$ cat config.mk
export PLATFORM = sky130hd
export DESIGN_NAME = link_connect_retry_supervisor_top_flat
export DESIGN_NICKNAME = d
export VERILOG_FILES = /design/src/hdl/lcrs_pkg.sv /design/src/hdl/lcrs_if.sv /design/src/hdl/lcrs_cfg.sv /design/src/hdl/lcrs_fsm.sv /design/src/hdl/link_connect_retry_supervisor_top.sv /design/src/flat_wrapper.sv
export SDC_FILE = /design/constraint.sdc
export NUM_CORES = 1
export LEC_CHECK = 0
export BUFFER_PORTS_ARGS = -buffer_cell sky130_fd_sc_hd__clkbuf_2
export CORE_UTILIZATION = 67
export DETAILED_ROUTE_END_ITERATION = 12
export PLACE_DENSITY_LB_ADDON = 0.05
export SYNTH_ARGS = -nofsm -noshare
export SYNTH_HDL_FRONTEND = slang
export SYNTH_SLANG_ARGS = --single-unit
export TNS_END_PERCENT = 30
$ cat constraint.sdc
create_clock -name clk -period 17.93 [get_ports clk]
set_clock_uncertainty 0.05 [all_clocks]
set_input_delay 1.793 -clock clk [delete_from_list [all_inputs] [get_ports clk]]
set_output_delay 1.793 -clock clk [all_outputs]
set_load 0.01 [all_outputs]
$ cat src/hdl/lcrs_pkg.sv
`default_nettype none

package lcrs_pkg;

	// field widths
	localparam int unsigned TIME_W     = 32;
	localparam int unsigned CHECK_W    = 16;
	localparam int unsigned TIMEOUT_W  = 20;
	localparam int unsigned RETRY_W    = 4;
	localparam int unsigned RECOVERY_W = 24;
	localparam int unsigned COLOUR_W   = 16;
	localparam int unsigned OPCODE_W   = 2;
	localparam int unsigned MODE_W     = 3;
	localparam int unsigned CFG_IDX_W  = 4;
	localparam int unsigned CFG_DATA_W = 24;

	// register reset values
	localparam logic [CHECK_W-1:0]    CHECK_INTERVAL_RST  = CHECK_W'(5000);
	localparam logic [TIMEOUT_W-1:0]  CONNECT_TIMEOUT_RST = TIMEOUT_W'(10000);
	localparam logic [RETRY_W-1:0]    MAX_RETRIES_RST     = RETRY_W'(3);
	localparam logic [RECOVERY_W-1:0] RECOVERY_RST        = RECOVERY_W'(120000);

	// retry counter saturation
	localparam logic [RETRY_W-1:0] RETRY_MAX = '1;

	// indicator colours
	localparam logic [COLOUR_W-1:0] COLOUR_UP   = 16'h001F;
	localparam logic [COLOUR_W-1:0] COLOUR_BUSY = 16'h07FF;
	localparam logic [COLOUR_W-1:0] COLOUR_DOWN = 16'h07E0;

	typedef enum logic [MODE_W-1:0] {
		LINK_DISC       = 3'd0,
		LINK_CONNECTING = 3'd1,
		LINK_CONNECTED  = 3'd2,
		LINK_RECONN     = 3'd3,
		LINK_FAILED     = 3'd4
	} link_mode_t;

	typedef enum logic [OPCODE_W-1:0] {
		OP_CHECK     = 2'd0,
		OP_ADDR_ACQ  = 2'd1,
		OP_LINK_LOST = 2'd2
	} opcode_t;

	typedef enum logic [CFG_IDX_W-1:0] {
		CFG_CHECK_INTERVAL  = 4'd0,
		CFG_CONNECT_TIMEOUT = 4'd1,
		CFG_MAX_RETRIES     = 4'd2,
		CFG_RECOVERY        = 4'd3
	} cfg_reg_t;

	// configuration as seen by the supervisor
	typedef struct packed {
		logic [CHECK_W-1:0]    check_interval;
		logic [TIMEOUT_W-1:0]  connect_timeout;
		logic [RETRY_W-1:0]    max_retries;
		logic [RECOVERY_W-1:0] recovery;
	} cfg_t;

	// one result item
	typedef struct packed {
		logic [MODE_W-1:0]   link_state;
		logic                start_connect;
		logic                resync_time;
		logic [COLOUR_W-1:0] indicator_colour;
		logic                redraw_status;
	} result_t;

	function automatic logic [COLOUR_W-1:0] colour_for(input link_mode_t mode);
		logic [COLOUR_W-1:0] c;
		case (mode)
			LINK_CONNECTED:  c = COLOUR_UP;
			LINK_CONNECTING: c = COLOUR_BUSY;
			LINK_RECONN:     c = COLOUR_BUSY;
			LINK_FAILED:     c = COLOUR_DOWN;
			default:         c = COLOUR_UP;
		endcase
		return c;
	endfunction

endpackage

`default_nettype wire

$ cat src/hdl/lcrs_if.sv
`default_nettype none

// input item channel
interface lcrs_item_if
	import lcrs_pkg::*;
();
	logic                valid;
	logic                ready;
	logic [OPCODE_W-1:0] opcode;
	logic [TIME_W-1:0]   now_ms;
	logic                addr_changed;

	modport source (output valid, output opcode, output now_ms, output addr_changed,
		input ready);
	modport sink (input valid, input opcode, input now_ms, input addr_changed,
		output ready);
endinterface

// result item channel
interface lcrs_result_if
	import lcrs_pkg::*;
();
	logic                valid;
	logic                ready;
	logic [MODE_W-1:0]   link_state;
	logic                start_connect;
	logic                resync_time;
	logic [COLOUR_W-1:0] indicator_colour;
	logic                redraw_status;

	modport source (output valid, output link_state, output start_connect,
		output resync_time, output indicator_colour, output redraw_status, input ready);
	modport sink (input valid, input link_state, input start_connect,
		input resync_time, input indicator_colour, input redraw_status, output ready);
endinterface

// configuration write channel
interface lcrs_cfg_if
	import lcrs_pkg::*;
();
	logic                  valid;
	logic                  ready;
	logic [CFG_IDX_W-1:0]  index;
	logic [CFG_DATA_W-1:0] data;

	modport source (output valid, output index, output data, input ready);
	modport sink (input valid, input index, input data, output ready);
endinterface

`default_nettype wire

$ cat src/hdl/lcrs_cfg.sv
`default_nettype none

module lcrs_cfg
	import lcrs_pkg::*;
(
	input  wire logic clk,
	input  wire logic arst_n,
	lcrs_cfg_if.sink  cfg,
	output cfg_t      cfg_regs
);

	cfg_t cfg_q;

	// writes are always taken
	assign cfg.ready = 1'b1;

	// register file, values truncated to register width
	always_ff @(posedge clk or negedge arst_n) begin
		if (!arst_n) begin
			cfg_q.check_interval  <= CHECK_INTERVAL_RST;
			cfg_q.connect_timeout <= CONNECT_TIMEOUT_RST;
			cfg_q.max_retries     <= MAX_RETRIES_RST;
			cfg_q.recovery        <= RECOVERY_RST;
		end else if (cfg.valid) begin
			case (cfg.index)
				CFG_CHECK_INTERVAL:  cfg_q.check_interval  <= cfg.data[CHECK_W-1:0];
				CFG_CONNECT_TIMEOUT: cfg_q.connect_timeout <= cfg.data[TIMEOUT_W-1:0];
				CFG_MAX_RETRIES:     cfg_q.max_retries     <= cfg.data[RETRY_W-1:0];
				CFG_RECOVERY:        cfg_q.recovery        <= cfg.data[RECOVERY_W-1:0];
				default: begin
				end
			endcase
		end
	end

	assign cfg_regs = cfg_q;

endmodule

`default_nettype wire

$ cat src/hdl/lcrs_fsm.sv
`default_nettype none

module lcrs_fsm
	import lcrs_pkg::*;
(
	input  wire logic                clk,
	input  wire logic                arst_n,
	input  wire cfg_t                cfg_regs,
	input  wire logic                fire,
	input  wire logic [OPCODE_W-1:0] opcode,
	input  wire logic [TIME_W-1:0]   now_ms,
	input  wire logic                addr_changed,
	output result_t                  res
);

	link_mode_t          mode_q, mode_d;
	logic [TIME_W-1:0]   last_check_q, last_check_d;
	logic [TIME_W-1:0]   attempt_q, attempt_d;
	logic [TIME_W-1:0]   fail_q, fail_d;
	logic [RETRY_W-1:0]  retry_q, retry_d;
	logic [COLOUR_W-1:0] shown_q, shown_d;
	logic                pend_q, pend_d;

	logic [TIME_W-1:0]   since_check;
	logic [TIME_W-1:0]   since_attempt;
	logic [TIME_W-1:0]   since_fail;
	logic                check_due;
	logic                attempt_expired;
	logic                recovered;
	logic [RETRY_W-1:0]  retry_inc;
	logic                give_up;
	logic [COLOUR_W-1:0] colour;
	logic                start_d, resync_d, redraw_d;

	// wrapped elapsed times and limit compares
	assign since_check     = now_ms - last_check_q;
	assign since_attempt   = now_ms - attempt_q;
	assign since_fail      = now_ms - fail_q;
	assign check_due       = since_check >= {{(TIME_W-CHECK_W){1'b0}}, cfg_regs.check_interval};
	assign attempt_expired =
		since_attempt > {{(TIME_W-TIMEOUT_W){1'b0}}, cfg_regs.connect_timeout};
	assign recovered       = since_fail > {{(TIME_W-RECOVERY_W){1'b0}}, cfg_regs.recovery};

	// saturating retry count for a reconnect timeout
	assign retry_inc = (retry_q != RETRY_MAX) ? retry_q + RETRY_W'(1) : retry_q;
	assign give_up   = retry_inc >= cfg_regs.max_retries;

	// state register
	always_ff @(posedge clk or negedge arst_n) begin
		if (!arst_n) begin
			mode_q       <= LINK_DISC;
			last_check_q <= '0;
			attempt_q    <= '0;
			fail_q       <= '0;
			retry_q      <= '0;
			shown_q      <= COLOUR_DOWN;
			pend_q       <= 1'b1;
		end else if (fire) begin
			mode_q       <= mode_d;
			last_check_q <= last_check_d;
			attempt_q    <= attempt_d;
			fail_q       <= fail_d;
			retry_q      <= retry_d;
			shown_q      <= shown_d;
			pend_q       <= pend_d;
		end
	end

	// next state and result for the item in hand
	always_comb begin
		mode_d       = mode_q;
		last_check_d = last_check_q;
		attempt_d    = attempt_q;
		fail_d       = fail_q;
		retry_d      = retry_q;
		shown_d      = shown_q;
		pend_d       = pend_q;
		start_d      = 1'b0;
		resync_d     = 1'b0;
		redraw_d     = 1'b0;
		colour       = shown_q;
		case (opcode)
			OP_ADDR_ACQ: begin
				if (mode_q == LINK_CONNECTING || mode_q == LINK_RECONN) begin
					mode_d   = LINK_CONNECTED;
					retry_d  = '0;
					resync_d = 1'b1;
					pend_d   = 1'b1;
				end
			end
			OP_LINK_LOST: begin
				if (mode_q == LINK_CONNECTED) begin
					mode_d    = LINK_RECONN;
					attempt_d = now_ms;
					pend_d    = 1'b1;
				end
			end
			OP_CHECK: begin
				if (check_due) begin
					last_check_d = now_ms;
					case (mode_q)
						LINK_CONNECTING, LINK_RECONN: begin
							if (attempt_expired) begin
								if (mode_q == LINK_RECONN) begin
									retry_d = retry_inc;
								end
								if (mode_q == LINK_RECONN && give_up) begin
									mode_d = LINK_FAILED;
									fail_d = now_ms;
								end else begin
									start_d   = 1'b1;
									attempt_d = now_ms;
									mode_d    = LINK_RECONN;
								end
							end
						end
						LINK_CONNECTED: begin
							if (addr_changed) begin
								pend_d = 1'b1;
							end
						end
						LINK_FAILED: begin
							if (recovered) begin
								mode_d = LINK_DISC;
							end
						end
						default: begin
							mode_d    = LINK_CONNECTING;
							attempt_d = now_ms;
							retry_d   = '0;
							start_d   = 1'b1;
						end
					endcase
					// indicator refresh
					colour = colour_for(mode_d);
					if (colour != shown_q || pend_d) begin
						shown_d  = colour;
						redraw_d = 1'b1;
						pend_d   = 1'b0;
					end
				end
			end
			default: begin
			end
		endcase
	end

	assign res.link_state       = mode_d;
	assign res.start_connect    = start_d;
	assign res.resync_time      = resync_d;
	assign res.indicator_colour = shown_d;
	assign res.redraw_status    = redraw_d;

	// a redraw always consumes the pending flag
	a_redraw_clears_pending: assert property (@(posedge clk) disable iff (!arst_n)
		fire && res.redraw_status |=> !pend_q)
		else $error("pending redraw survived a redraw");

	// resync only when the link comes up
	a_resync_enters_connected: assert property (@(posedge clk) disable iff (!arst_n)
		fire && res.resync_time |=> mode_q == LINK_CONNECTED && retry_q == '0)
		else $error("resync without entering connected");

	// a connect command leaves an attempt running from this timestamp
	a_start_arms_attempt: assert property (@(posedge clk) disable iff (!arst_n)
		fire && res.start_connect |=>
			(mode_q == LINK_CONNECTING || mode_q == LINK_RECONN)
			&& attempt_q == $past(now_ms))
		else $error("connect command without an armed attempt");

	// the shown colour always tracks the mode after an acting check
	a_colour_tracks_mode: assert property (@(posedge clk) disable iff (!arst_n)
		fire && opcode == OP_CHECK && check_due |=> shown_q == colour_for(mode_q))
		else $error("indicator colour out of step with link state");

endmodule

`default_nettype wire

$ cat src/hdl/link_connect_retry_supervisor_top.sv
// channel  | dir | handshake      | payload
// ---------+-----+----------------+---------------------------------------------------
// item     | in  | valid / ready  | opcode, now_ms, addr_changed
// result   | out | valid / ready  | link_state, start_connect, resync_time,
//          |     |                | indicator_colour, redraw_status
// cfg      | in  | valid / ready  | index, data (register writes, always ready)
//
// one item per clock sustained while result.ready stays high; an item's result is
// registered twice before it is offered (input register, then result register) and
// holds there while stalled; the state update is a single pass of wrapped 32-bit
// subtract/compare logic between the two
// arst_n clears the link state, timers, colour and both stage valids at once
// a stalled result holds in the result register while the input register still
// takes one more item; item.ready drops only when both are full and result.ready is low
`default_nettype none

module link_connect_retry_supervisor_top
	import lcrs_pkg::*;
(
	input  wire logic    clk,
	input  wire logic    arst_n,
	lcrs_item_if.sink    item,
	lcrs_result_if.source result,
	lcrs_cfg_if.sink     cfg
);

	cfg_t    cfg_regs;
	result_t res;

	logic                valid_s1;
	logic [OPCODE_W-1:0] opcode_s1;
	logic [TIME_W-1:0]   now_s1;
	logic                addr_changed_s1;
	logic                res_valid_q;
	result_t             res_q;
	logic                fire;

	// item in the input register moves on when the result register is free
	assign fire       = valid_s1 && (!res_valid_q || result.ready);
	assign item.ready = !valid_s1 || fire;

	// input register
	always_ff @(posedge clk or negedge arst_n) begin
		if (!arst_n) begin
			valid_s1 <= 1'b0;
		end else if (item.ready) begin
			valid_s1 <= item.valid;
		end
	end

	always_ff @(posedge clk) begin
		if (item.ready && item.valid) begin
			opcode_s1       <= item.opcode;
			now_s1          <= item.now_ms;
			addr_changed_s1 <= item.addr_changed;
		end
	end

	lcrs_cfg u_cfg (
		.clk      (clk),
		.arst_n   (arst_n),
		.cfg      (cfg),
		.cfg_regs (cfg_regs)
	);

	lcrs_fsm u_fsm (
		.clk          (clk),
		.arst_n       (arst_n),
		.cfg_regs     (cfg_regs),
		.fire         (fire),
		.opcode       (opcode_s1),
		.now_ms       (now_s1),
		.addr_changed (addr_changed_s1),
		.res          (res)
	);

	// result register
	always_ff @(posedge clk or negedge arst_n) begin
		if (!arst_n) begin
			res_valid_q <= 1'b0;
		end else if (fire) begin
			res_valid_q <= 1'b1;
		end else if (result.ready) begin
			res_valid_q <= 1'b0;
		end
	end

	always_ff @(posedge clk) begin
		if (fire) begin
			res_q <= res;
		end
	end

	assign result.valid            = res_valid_q;
	assign result.link_state       = res_q.link_state;
	assign result.start_connect    = res_q.start_connect;
	assign result.resync_time      = res_q.resync_time;
	assign result.indicator_colour = res_q.indicator_colour;
	assign result.redraw_status    = res_q.redraw_status;

	// every transfer in leaves the pipeline holding at least one item
	a_no_item_lost: assert property (@(posedge clk) disable iff (!arst_n)
		item.valid && item.ready |=> valid_s1)
		else $error("accepted item missing from input register");

	// a result is only produced from an occupied input register
	a_result_from_item: assert property (@(posedge clk) disable iff (!arst_n)
		$rose(res_valid_q) |-> $past(valid_s1))
		else $error("result without an item");

	// a held result is never overwritten
	a_no_overwrite: assert property (@(posedge clk) disable iff (!arst_n)
		res_valid_q && !result.ready |-> !fire)
		else $error("stalled result overwritten");

endmodule

`default_nettype wire
$ cat src/flat_wrapper.sv
// flat-port wrapper written by rule: the top's interface ports become plain ports
module link_connect_retry_supervisor_top_flat import lcrs_pkg::*;
  (clk, arst_n, item_valid, item_opcode, item_now_ms, item_addr_changed, item_ready, result_valid, result_link_state, result_start_connect, result_resync_time, result_indicator_colour, result_redraw_status, result_ready, cfg_valid, cfg_index, cfg_data, cfg_ready);
  lcrs_item_if item_i ();
  lcrs_result_if result_i ();
  lcrs_cfg_if cfg_i ();
  input  wire logic clk;
  input  wire logic arst_n;
  input wire logic [$bits(item_i.valid)-1:0] item_valid;
  input wire logic [$bits(item_i.opcode)-1:0] item_opcode;
  input wire logic [$bits(item_i.now_ms)-1:0] item_now_ms;
  input wire logic [$bits(item_i.addr_changed)-1:0] item_addr_changed;
  output wire logic [$bits(item_i.ready)-1:0] item_ready;
  output wire logic [$bits(result_i.valid)-1:0] result_valid;
  output wire logic [$bits(result_i.link_state)-1:0] result_link_state;
  output wire logic [$bits(result_i.start_connect)-1:0] result_start_connect;
  output wire logic [$bits(result_i.resync_time)-1:0] result_resync_time;
  output wire logic [$bits(result_i.indicator_colour)-1:0] result_indicator_colour;
  output wire logic [$bits(result_i.redraw_status)-1:0] result_redraw_status;
  input wire logic [$bits(result_i.ready)-1:0] result_ready;
  input wire logic [$bits(cfg_i.valid)-1:0] cfg_valid;
  input wire logic [$bits(cfg_i.index)-1:0] cfg_index;
  input wire logic [$bits(cfg_i.data)-1:0] cfg_data;
  output wire logic [$bits(cfg_i.ready)-1:0] cfg_ready;
  assign item_i.valid = item_valid;
  assign item_i.opcode = item_opcode;
  assign item_i.now_ms = item_now_ms;
  assign item_i.addr_changed = item_addr_changed;
  assign item_ready = item_i.ready;
  assign result_valid = result_i.valid;
  assign result_link_state = result_i.link_state;
  assign result_start_connect = result_i.start_connect;
  assign result_resync_time = result_i.resync_time;
  assign result_indicator_colour = result_i.indicator_colour;
  assign result_redraw_status = result_i.redraw_status;
  assign result_i.ready = result_ready;
  assign cfg_i.valid = cfg_valid;
  assign cfg_i.index = cfg_index;
  assign cfg_i.data = cfg_data;
  assign cfg_ready = cfg_i.ready;
  link_connect_retry_supervisor_top u_core (.clk(clk), .arst_n(arst_n), .item(item_i), .result(result_i), .cfg(cfg_i));
endmodule
==> flow_metrics.py <==
metrics = {
    "min_path": {
        "min-delay-path-class": "reg2reg",
        "hold_depth": 1,
        "worstHoldStart": "u_core.u_cfg.cfg_regs[31]",
    },
    "final_layout": {
        "layout.cell_area.non_filler_um2": 18400,
        "final_layout_net_count": 2185,
        "sequential_cell_area_um2": 6400,
        "final_layout_size_suffix_gt1_share_pct": 12.7,
        "fillCellCount": 1794,
        "multi_input_area_um2": 9370,
        "num_antenna_cells": 0,
        "flow.area_growth_from_synthesis_pct": 9.61,
    },
    "floorplan": {
        "die_y_um": 160,
        "die_w_um": 160,
        "core_um2": 24500,
        "boundaryPins": 93,
        "design.die.area_um2": 25700,
        "initial_util_pct": 68.6,
        "num_rows": 57,
    },
    "sta": {
        "slew_headroom_pct": 17.7,
        "timing.final.hold_violations": 0,
        "finalCritPeriodShare_pct": 38.2,
        "count_of_final_max_slew_check_failures": 0,
        "unrepaired_setup_endpoints_after_global_routing": "no",
        "layout_min_cycle_time_ps": 6840,
        "holdWs_ps": 457,
        "tightestPinTransition_ps": 1230,
        "fin_setup_tns_ps": 0,
        "fmax_mhz": 146,
        "final_number_of_setup_violating_endpoints": 0,
    },
    "grt": {
        "largest_net_degree_at_the_start_of_global_routing": 70,
        "global_route.usage.total_pct": 35.4,
        "grt_pass1_vias": 14200,
        "grt.overflow.total": 0,
        "initial_antenna_violation_count": 0,
        "global_route_wire_length_before_repair_um": 72300,
    },
    "synth": {
        "syn-instance-count": 1893,
        "mappedNetlistArea_um2": 16800,
        "main_area_contributors_after_synthesis": "sky130_fd_sc_hd__dfrtp_1 24%, sky130_fd_sc_hd__ha_1 12%, sky130_fd_sc_hd__edfxtp_1 10%",
        "synthDominantCellAreaShare_pct": 23.8,
        "largest_area_contributor_in_the_netlist": "sky130_fd_sc_hd__dfrtp_1",
        "syn-num-nets": 2122,
        "yosys_warnings": 0,
        "postSynth.topFlopCell": "sky130_fd_sc_hd__dfrtp_1",
        "synth_area_per_cell_um2": 8.87,
        "synth.distinct_cells": 87,
        "yosys_register_bits": 243,
        "register_area_share_after_synthesis_pct": 38.1,
        "synthArstFlopShare_pct": 76.5,
        "synth_edf_count": 57,
    },
    "clocking": {
        "number_of_buffers_created_by_cts": 27,
        "h-tree-depth": 1,
        "cts_tree": "done",
        "clk-insertion-delay-late_ps": 560,
        "cts.repair_timing.setup_buffer_count": 0,
        "cts.sinks": 243,
        "clock_path_buffers": 3,
        "clkTransAtPathRegs_ps": 60,
        "cts_root_buffer": "sky130_fd_sc_hd__clkbuf_16",
        "postCtsResizedCells": 0,
        "cts_hold_buffers": 0,
    },
    "setup_path": {
        "reg2reg_from": "u_core.now_s1[0]",
        "critical_path_depth": 27,
        "reg_to_reg_slack_setup_ps": 11090,
        "critical_path_peak_fanout": 16,
        "startpoint": "u_core.now_s1[0]",
        "cp_data_arrival_time_ps": 7250,
        "critPathKind": "reg2reg",
        "highest_cell_delay_on_the_worst_timing_path_ps": 560,
        "r2r_cells": 27,
        "critical-path-slowest-cell": "sky130_fd_sc_hd__a21oi_2",
        "critical_path.startpoint_type": "register",
        "critical-path-top-delay-family": "compound AO/OA/AOI/OAI gates",
        "worst_ep_required_time_ps": 18340,
        "end_kind": "register",
        "path_buf_inv": 2,
    },
    "power_and_ir_drop": {
        "sequentialPowerShare_pct": 26.8,
        "net-switching-power_mw": 1.27,
        "powerDensity_nw_per_um2": 162,
        "vdd_ir_drop_max_mv": 0.152,
        "power_switching_share_pct": 42.6,
        "total_leakage_power_nw": 8.36,
        "total_power_mw": 2.99,
        "pwr-share-comb_pct": 53.6,
        "share_clk_of_total_power_pct": 19.6,
        "cellInternalPower_mw": 1.72,
    },
    "status": {
        "status": "completed",
    },
    "place": {
        "post_dp_cell_area_um2": 17500,
        "io_buffer_count": 91,
        "finalWeightedCongestion": 0.984,
        "place.detailed.hpwl_um": 33400,
    },
    "drt": {
        "vias_per_cell": 6.25,
        "detailroute.via_count": 14400,
        "remaining_drc_errors": 0,
        "drt_wl_total_um": 45000,
        "route.antenna.remaining_nets": 0,
        "drtIter0Drc": 1069,
        "wl_per_cell_um": 19.6,
        "drt_pre_antenna_iters": 6,
    },
    "job": {
        "timing.max_cap.violations": 0,
    },
}
==> worst paths after layout <==
check                                          endpoint
setup reg to reg               u_core.u_fsm.shown_q[10]
setup / recovery               u_core.u_fsm.shown_q[10]
hold reg to reg               u_core.u_cfg.cfg_regs[31]
hold / removal                u_core.u_cfg.cfg_regs[31]
min in group asynchronous  u_core.u_fsm.last_check_q[9]
max in group asynchronous        u_core.u_fsm.mode_q[0]
==> cells by family after synthesis <==
group | count (synthesis) | synth area share [%]
adder cells (fa/ha/maj) | 161 | 12.1
XOR/XNOR | 69 | 3.60
flip-flops | 243 | 38.1
AO/OA/AOI/OAI | 556 | 20.6
multiplexers | 65 | 4.34
AND/OR/NAND/NOR | 528 | 14.9
buffers and inverters | 270 | 6.24
other | 1 | 0.0223
==> registers in the layout, summed over array words and instances (netlist names), 2 cells and up <==
name	flops
u_core.u_cfg.cfg_regs	64
u_core.u_fsm.retry_q	4
u_core.u_fsm.last_check_q	32
u_core.u_fsm.attempt_q	32
u_core.result.link_state	3
u_core.u_fsm.shown_q	16
u_core.now_s1	32
u_core.u_fsm.mode_q	3
u_core.opcode_s1	2
u_core.u_fsm.fail_q	32
u_core.result.indicator_colour	16
==> cell type report <==
cell class                      instances  area share [%]
Clock inverter                         10           0.646
Tap cell                              324            2.20
Inverter                              207            4.22
Sequential cell                       243            34.8
Clock buffer                           40            4.49
Timing Repair Buffer                   97            2.77
Multi-Input combinational cell       1380            50.9
==> synthesized netlist by cell type, drive strengths merged, types with 6 or more instances <==
cell type,n
o21bai,19
a2111oi,10
and2,10
a21oi,141
a21o,36
nor2b,28
xnor2,38
a31oi,16
a31o,6
clkbuf,44
edfxtp,57
dfrtp,160
o21ai,198
buf,19
dfstp,26
nor4,8
nand4,38
or3,10
a21boi,7
and3,8
o31ai,6
o21a,23
nand2,230
ha,158
mux2,60
nand3,28
o221ai,7
nor2,86
inv,207
nand2b,23
xor2,31
nor3,32
a211oi,16
o211ai,13
o22ai,8
==> cells in the final DEF, fill, tap and decap left out, types with 19 or more instances in the layout <==
cell type                   synthesis  layout
sky130_fd_sc_hd__clkbuf_2           3      90
sky130_fd_sc_hd__nand3_1           28      28
sky130_fd_sc_hd__ha_1             158     158
sky130_fd_sc_hd__nor2_1            84      84
sky130_fd_sc_hd__nor2b_1           28      28
sky130_fd_sc_hd__nand2b_1          23      23
sky130_fd_sc_hd__nand2_1          230     230
sky130_fd_sc_hd__a21o_1            36      36
sky130_fd_sc_hd__mux2_2            59      59
sky130_fd_sc_hd__clkbuf_16          0      29
sky130_fd_sc_hd__edfxtp_1          57      57
sky130_fd_sc_hd__xnor2_1           38      38
sky130_fd_sc_hd__nand4_1           37      37
sky130_fd_sc_hd__o21ai_0          192     192
sky130_fd_sc_hd__nor3_1            32      31
sky130_fd_sc_hd__dfstp_2           26      26
sky130_fd_sc_hd__dfrtp_1          160     160
sky130_fd_sc_hd__xor2_1            31      31
sky130_fd_sc_hd__o21bai_1          19      19
sky130_fd_sc_hd__inv_1            207     207
sky130_fd_sc_hd__o21a_1            23      23
sky130_fd_sc_hd__a21oi_1          138     138
==> through the flow <==
stage,util (%),worst slack [ps],instances
floorplan,-,12300,1893
global route,75.2,10770,2301
detailed placement,71.4,11240,2251
global placement,71.4,11440,2251
finish,75.2,11090,2301
CTS,75.2,11220,2301
==> layer usage <==
metal	vias up	routed length [µm]	GRT usage (%)
met5	-	0	0
li1	6845	-	-
met3	118	2820	4.05
met1	6847	19000	47.1
met2	562	21200	59.2
met4	0	1920	14.7
==> power groups by stage <==
stage | logic, mW | clock network, mW | registers, mW
after global routing | 1.78 | 0.611 | 0.816
after detailed placement | 1.55 | 0 | 0.807
final | 1.60 | 0.585 | 0.802
after global placement | 1.51 | 0 | 0.801
after CTS | 1.58 | 0.589 | 0.800
after floorplan | 1.19 | 0 | 0.782
(Power assumes the default switching activity.)
